--- config.mk ---
export PLATFORM = sky130hd
export DESIGN_NAME = evmb_cordic
export DESIGN_NICKNAME = d
export VERILOG_FILES = /design/src/rtl/evmb_pkg.sv /design/src/rtl/evmb_cordic.sv
export SDC_FILE = /design/constraint.sdc
export NUM_CORES = 2
export LEC_CHECK = 0
export BUFFER_PORTS_ARGS = -buffer_cell sky130_fd_sc_hd__buf_2
export CORE_AREA = 2 2 407 409
export DETAILED_ROUTE_END_ITERATION = 6
export DIE_AREA = 0 0 409 411
export GPL_ROUTABILITY_DRIVEN = 0
export MAX_ROUTING_LAYER = met4
export PLACE_DENSITY = 0.93
export SLEW_MARGIN = 20
export SYNTH_ARGS = -nofsm -noshare
export SYNTH_HDL_FRONTEND = slang
export SYNTH_SLANG_ARGS = --single-unit
export TNS_END_PERCENT = 100
--- constraint.sdc ---
create_clock -name clk -period 16.9 [get_ports clk]
set_clock_uncertainty 0.1 [all_clocks]
set_input_delay 4.225 -clock clk [delete_from_list [all_inputs] [get_ports clk]]
set_output_delay 4.225 -clock clk [all_outputs]
set_load 0.05 [all_outputs]
--- src/rtl/evmb_pkg.sv ---
// package: payload types, cordic constants, arctangent table and rounding multiply
package evmb_pkg;

	typedef struct packed {
		logic signed [15:0] angle_x;
		logic signed [15:0] angle_y;
		logic signed [15:0] angle_z;
		logic signed [31:0] pos_x;
		logic signed [31:0] pos_y;
		logic signed [31:0] pos_z;
	} req_t;

	typedef struct packed {
		logic [1:0]         row_index;
		logic signed [31:0] col0;
		logic signed [31:0] col1;
		logic signed [31:0] col2;
		logic signed [31:0] col3;
		logic               last_row;
	} res_t;

	localparam int TABLE_LEN = 24;
	// q2.30 angle and gain constants; the angle constants are 35 bits signed to hold two pi
	localparam logic signed [34:0] Q30_PI      = 35'sd3373259426;
	localparam logic signed [34:0] Q30_HALF_PI = 35'sd1686629713;
	localparam logic signed [34:0] Q30_TWO_PI  = 35'sd6746518852;
	localparam logic signed [33:0] CORDIC_GAIN = 34'sd652032874;
	localparam logic signed [31:0] ONE_Q16     = 32'sd65536;

	// arctangent of 2^-i in q2.30
	function automatic logic signed [33:0] atan_q30(input logic [4:0] i);
		logic signed [33:0] v;
		case (i)
			5'd0:  v = 34'sh3243F6A8;
			5'd1:  v = 34'sh1DAC6705;
			5'd2:  v = 34'sh0FADBAFC;
			5'd3:  v = 34'sh07F56EA6;
			5'd4:  v = 34'sh03FEAB76;
			5'd5:  v = 34'sh01FFD55B;
			5'd6:  v = 34'sh00FFFAAA;
			5'd7:  v = 34'sh007FFF55;
			5'd8:  v = 34'sh003FFFEA;
			5'd9:  v = 34'sh001FFFFD;
			5'd10: v = 34'sh000FFFFF;
			5'd11: v = 34'sh0007FFFF;
			5'd12: v = 34'sh0003FFFF;
			5'd13: v = 34'sh0001FFFF;
			5'd14: v = 34'sh0000FFFF;
			5'd15: v = 34'sh00007FFF;
			5'd16: v = 34'sh00003FFF;
			5'd17: v = 34'sh00001FFF;
			5'd18: v = 34'sh00000FFF;
			5'd19: v = 34'sh000007FF;
			5'd20: v = 34'sh000003FF;
			5'd21: v = 34'sh000001FF;
			5'd22: v = 34'sh000000FF;
			5'd23: v = 34'sh0000007F;
			default: v = '0;
		endcase
		return v;
	endfunction

	// q2.30 product rounded half up
	function automatic logic signed [33:0] mul30(input logic signed [33:0] a,
			input logic signed [33:0] b);
		logic signed [67:0] p;
		p = a * b + 68'sd536870912;
		return p[63:30];
	endfunction

endpackage

--- src/rtl/evmb_cordic.sv ---
// pipelined sine and cosine unit: range reduction, one cordic step per stage, then a quadrant fix
module evmb_cordic #(
	parameter int STEPS = 16
) (
	input  logic               clk,
	input  logic               arst_n,
	input  logic               in_valid,
	input  logic signed [15:0] angle,
	output logic               out_valid,
	output logic signed [33:0] sin_q30,
	output logic signed [33:0] cos_q30
);

	localparam int N = (STEPS > evmb_pkg::TABLE_LEN) ? evmb_pkg::TABLE_LEN : STEPS;

	logic signed [34:0] z_wide;
	logic signed [34:0] z_wrap;
	logic signed [34:0] z_red;
	logic               flip_red;

	// range reduction into [-pi/2, pi/2]
	always_comb begin
		z_wide = 35'(angle) <<< 18;
		z_wrap = z_wide;
		if (z_wide > evmb_pkg::Q30_PI)
			z_wrap = z_wide - evmb_pkg::Q30_TWO_PI;
		else if (z_wide < -evmb_pkg::Q30_PI)
			z_wrap = z_wide + evmb_pkg::Q30_TWO_PI;
		z_red = z_wrap;
		flip_red = 1'b0;
		if (z_wrap > evmb_pkg::Q30_HALF_PI) begin
			z_red = z_wrap - evmb_pkg::Q30_PI;
			flip_red = 1'b1;
		end else if (z_wrap < -evmb_pkg::Q30_HALF_PI) begin
			z_red = z_wrap + evmb_pkg::Q30_PI;
			flip_red = 1'b1;
		end
	end

	logic signed [33:0] x_s [0:N];
	logic signed [33:0] y_s [0:N];
	logic signed [34:0] z_s [0:N];
	logic               f_s [0:N];
	logic               v_s [0:N];

	// reduced angle register
	always_ff @(posedge clk or negedge arst_n) begin
		if (!arst_n)
			v_s[0] <= 1'b0;
		else
			v_s[0] <= in_valid;
	end
	always_ff @(posedge clk) begin
		x_s[0] <= evmb_pkg::CORDIC_GAIN;
		y_s[0] <= '0;
		z_s[0] <= z_red;
		f_s[0] <= flip_red;
	end

	// one rotation per stage
	for (genvar i = 0; i < N; i++) begin : g_step
		always_ff @(posedge clk or negedge arst_n) begin
			if (!arst_n)
				v_s[i+1] <= 1'b0;
			else
				v_s[i+1] <= v_s[i];
		end
		always_ff @(posedge clk) begin
			f_s[i+1] <= f_s[i];
			if (z_s[i] >= 0) begin
				x_s[i+1] <= x_s[i] - (y_s[i] >>> i);
				y_s[i+1] <= y_s[i] + (x_s[i] >>> i);
				z_s[i+1] <= z_s[i] - 35'(evmb_pkg::atan_q30(5'(i)));
			end else begin
				x_s[i+1] <= x_s[i] + (y_s[i] >>> i);
				y_s[i+1] <= y_s[i] - (x_s[i] >>> i);
				z_s[i+1] <= z_s[i] + 35'(evmb_pkg::atan_q30(5'(i)));
			end
		end
	end

	// quadrant fix
	always_ff @(posedge clk or negedge arst_n) begin
		if (!arst_n)
			out_valid <= 1'b0;
		else
			out_valid <= v_s[N];
	end
	always_ff @(posedge clk) begin
		cos_q30 <= f_s[N] ? -x_s[N] : x_s[N];
		sin_q30 <= f_s[N] ? -y_s[N] : y_s[N];
	end

endmodule

## Word level (Yosys, flattened, before mapping)

Memories as Yosys holds them, arrays and structs flattened.
Index checks and enable logic that the tools add are counted.
Widths: inputs -> output; s select.

- Bits in writable memories: 1768
- Output and inout port bits: 69
- Bits of input ports: 19
- Memories kept: 4
- Register bits: 86
- Logic and storage cells: 297

- $lt $le $gt $ge: 20
- Add/sub/neg operators: 101
- Bitwise logic cells: 48
- Mux-type cells: 104

Memory list:

| memory | words | width | rd ports | clocked after Yosys merged registers in | write ports | line | text |
|---|---|---|---|---|---|---|---|
| z_s | 17 | 35 | 16 | 0 | 17 | evmb_cordic.sv:42 | `logic signed [34:0] z_s [0:N];` |
| x_s | 17 | 34 | 17 | 0 | 17 | evmb_cordic.sv:40 | `logic signed [33:0] x_s [0:N];` |
| y_s | 17 | 34 | 17 | 0 | 17 | evmb_cordic.sv:41 | `logic signed [33:0] y_s [0:N];` |
| f_s | 17 | 1 | 17 | 0 | 17 | evmb_cordic.sv:43 | `logic f_s [0:N];` |

Operators by type and width:

| cell | count |
|---|---|
| $mux 34 | 34 |
| $mux 35 | 20 |
| $ge 35x1->1 const B | 16 |
| $add 34x19->34 | 2 |
| $add 34x20->34 | 2 |
| $add 34x21->34 | 2 |
| $add 34x22->34 | 2 |
| $add 34x23->34 | 2 |
| $add 34x24->34 | 2 |
| $add 34x25->34 | 2 |
| $add 34x26->34 | 2 |
| $add 34x27->34 | 2 |
| $add 34x28->34 | 2 |
| $add 34x29->34 | 2 |
| $add 34x30->34 | 2 |
| $add 34x31->34 | 2 |
| $add 34x32->34 | 2 |
| $add 34x33->34 | 2 |
| $neg 34->34 | 2 |
| $sub 34x19->34 | 2 |
| $sub 34x20->34 | 2 |
| $sub 34x21->34 | 2 |
| $sub 34x22->34 | 2 |
| $sub 34x23->34 | 2 |
| other kinds (54) | 161 |

## Longest topological paths before layout

- Word-level depth: 6
- Depth in mapped cells: 22
- Depth with buffers taken out: 22

## Least setup slack after synthesis

No wires, ideal clock.

- Path type: input to register
- Start point: input angle[3]
- End point: memory z_s[0][19]
- Slack: 9.627 ns
- Buffers on the path: 1
- Setup time: 0.129 ns
- Stages on the path: 14
- Required time: 16.671 ns
- Arrival time: 7.043 ns
- Cells stage by stage: clkbuf_1 inv_1 ha_1 or3b_2 a211oi_1 nor2_1 o22a_1 xnor2_1 or2_2 a21boi_0 o21ai_0 or3_1 xnor2_1 mux2i_1

RTL lines:

| item | line | text |
|---|---|---|
| from (decl) | evmb_cordic.sv:8 | `input logic signed [15:0] angle,` |
| to (decl) | evmb_cordic.sv:42 |  |

==> results.sh <==
export IMPL_status="finished with violations"
export IMPL_violations="DRC"
export IMPL_drc=2
export IMPL_numCtsBuffers=169
export IMPL_synth_area_leaders="dfxtp_1 28%, ha_1 16%, xnor2_1 10%, a21oi_1 5.1%, xor2_1 5.0%"
export IMPL_place_area_sq_mm=0.1166
export IMPL_syn_inst=13140
export IMPL_grt_first_pass_wirelength_um=499200
export IMPL_area_delta_synth_final_pct=7.552
export IMPL_io_pins=88
export IMPL_crit_path_max_fanout=13
export IMPL_max_slew_margin=0.2809
export IMPL_regArea_sq_mm=0.03216
export IMPL_worstSetupEndpointType="flop"
export IMPL_clk_pin_slew_ns=0.06
export IMPL_path_depth=12
export IMPL_fp_dieW_um=409
export IMPL_yosys_warnings=0
export IMPL_syn_nets=14650
export IMPL_cts_hold_buffers=0
export IMPL_synth_commonest_cells="1583 x dfxtp_1, 1451 x ha_1, 1301 x xnor2_1"
export IMPL_async_flop_share=0.01124
export IMPL_rows=149
export IMPL_clk_latency_ns=0.86
export IMPL_core_area_sq_mm=0.1639
export IMPL_htree_levels=4
export IMPL_post_route_min_period_ns=7.642
export IMPL_utilization=0.7467
export IMPL_final_nets=14780
export IMPL_tightest_slew_ns=1.065
export IMPL_cts_root_buf="clkbuf_16"
export IMPL_clock_fmax_mhz=130.9
export IMPL_crit_arrival_ns=8.25
export IMPL_die_area_sq_mm=0.1681
export IMPL_wl_per_cell_um=19.76
export IMPL_drt_total_wl_um=308000
export IMPL_initial_core_util=0.6943
export IMPL_multiInputGateArea_sq_mm=0.07913
export IMPL_clk_path_buf_depth=3
export IMPL_ys_ff_latch=1601
export IMPL_cp_required_ns=17.51
export IMPL_path_class="input port to flop"
export IMPL_drtIter0Drc=9982
export IMPL_path_buf_inv=1
export IMPL_ys_types=99
export IMPL_grt_overflow=0
export IMPL_port_buffers=87
export IMPL_first_pass_iters=7
export IMPL_num_vias=103700
export IMPL_fin_crit_sh=0.4522
export IMPL_grt_max_degree=78
export IMPL_placed_cells=15280
export IMPL_rsz0062_at_grt="false"
export IMPL_dp_hpwl_um=227600
export IMPL_grt_pass1_vias=103600
export IMPL_via_per_inst=6.656
export IMPL_fin_tns_setup_ns=0
export IMPL_yosysSeqAreaShare=0.2825
export IMPL_crit_slowest_cell="a21oi_1"
export IMPL_instances_no_fill=15590
export IMPL_syn_avg_cell_area_sq_um=8.659
export IMPL_antenna_found_initial=1
export IMPL_crit_path_start_kind="input port"
export IMPL_die_h_um=411
export IMPL_yosysTopAreaCell="dfxtp_1"
export IMPL_min_delay_path_depth=0
export IMPL_crit_family="compound AO/OA/AOI/OAI gates"
export IMPL_cts_tree="yes"
export IMPL_netlist_area_sq_mm=0.1138
export IMPL_fin_area_sq_mm=0.1224
export IMPL_reg2regPathDepth=18
export IMPL_final_hold_viol_count=0
export IMPL_fillers=10130
export IMPL_slowest_delay_ns=0.83
export IMPL_setup_viol=0
export IMPL_synth_main_ff_cell="dfxtp_1"
export IMPL_crit_chain="buf_2 > a311oi_1 > o21ai_0 > a21oi_1 > a31oi_1 > o31ai_1 > nor3_1 > a311oi_1 > o21ai_0 > or3_1 > xnor2_1 > mux2i_1"
export IMPL_yosysMostFrequentCell="dfxtp_1"
export IMPL_synth_top_area_share=0.2785
export IMPL_synth_edf_count=0
export IMPL_hold_class="flop to flop"
export IMPL_track_usage=0.3607
export IMPL_postCtsSetupBuffers=0
export IMPL_slew_violations=0
export IMPL_post_cts_resized=0
export IMPL_clock_sinks=1601
export IMPL_cap_violations=0
export IMPL_layout_drive_gt1_share=0.04256
export IMPL_antenna_left=0
-- path summary, 6_finish.rpt --
check	from	end	slack [ns]
max	angle[9]	z_s[0][19]	9.26
min	f_s[8]	f_s[9]	0.22
max reg2reg	z_s[1][29]	z_s[2][33]	10.34
min reg2reg	f_s[8]	f_s[9]	0.22
max in group asynchronous	arst_n	v_s[0]	13.22
min in group asynchronous	arst_n	v_s[9]	3.21
-- per-stage QoR --
| step | worst slack (ns) | hold WS, ns |
|---|---|---|
| 2_1_floorplan | 9.627 | 0.2096 |
| 6_report | 9.258 | 0.2246 |
| 5_1_grt | 8.964 | 0.2287 |
| 3_3_place_gp | 8.657 | 0.2101 |
| 3_5_place_dp | 8.562 | 0.2121 |
| 4_1_cts | 9.427 | 0.2250 |
-- layer usage --
layer / up-vias / track usage / part of all wire
met5: - / - / 0
met4: 0 / 0.2339 / 0.072
met3: 1938 / 0.06484 / 0.078
met2: 5582 / 0.6242 / 0.48
met1: 48150 / 0.3775 / 0.37
li1: 48070 / - / -
-- area by class of cell --
type,instances,area share
antenna,3,0.00006135
clock buffer,235,0.04014
clock inverter,66,0.006902
inverter,499,0.01531
multi-input combinational,10870,0.6466
sequential,1601,0.2628
tap,2189,0.02238
timing repair buffer,123,0.005767
-- state kept, by name (all words and copies together) (netlist names) --
name and cells:
y_s 511, z_s 505, x_s 484, cos_q30 34
sin_q30 34, v_s 17, f_s 15, out_valid 1
-- cell usage in the layout (no fill, tap or decap), types with 28 or more instances in the layout --
master     Yosys  routed
clkbuf_16      0     173
nand2b_1     244     244
a31o_2        31      31
nor3_1       259     259
xor2_1       647     647
nor2_1       862     862
inv_1        497     497
nand4_1       93      93
o31a_1        34      34
nand3_1      213     213
o21bai_1     160     160
dfxtp_1     1583    1569
o211ai_1      42      42
and3_1       116     116
or3_1        186     186
o21ai_0      830     829
buf_2          5      87
nand2_1      769     769
o22ai_1       28      28
o31ai_1      237     237
a211oi_1     142     142
or2_2         69      69
nor2b_1      183     183
a211o_1       44      44
a21boi_0      40      40
o21a_1       221     221
xnor2_1     1301    1301
or4_1         93      93
fa_1          42      42
buf_4          0      36
a21o_1       631     631
a31oi_1      100     100
ha_1        1451    1451
a21oi_1     1149    1149
nor4_1        73      73
clkbuf_8       0      35
and2_1        65      65
o41ai_1       96      94
-- cells by family after synthesis --
logic type | Yosys count | share of synthesized area
xor gates and xnor gates | 1949 | 0.1501
muxes | 33 | 0.002991
AOI/OAI and AO/OA | 4054 | 0.2293
adders and majority gates | 1493 | 0.1670
buffers and inverters | 670 | 0.02217
DFF | 1601 | 0.2825
and+or+nand+nor | 3340 | 0.1460
Power is left out: the tool's default activity adds up to more than one toggle a clock period on the data nets, which glitch-free logic cannot reach.
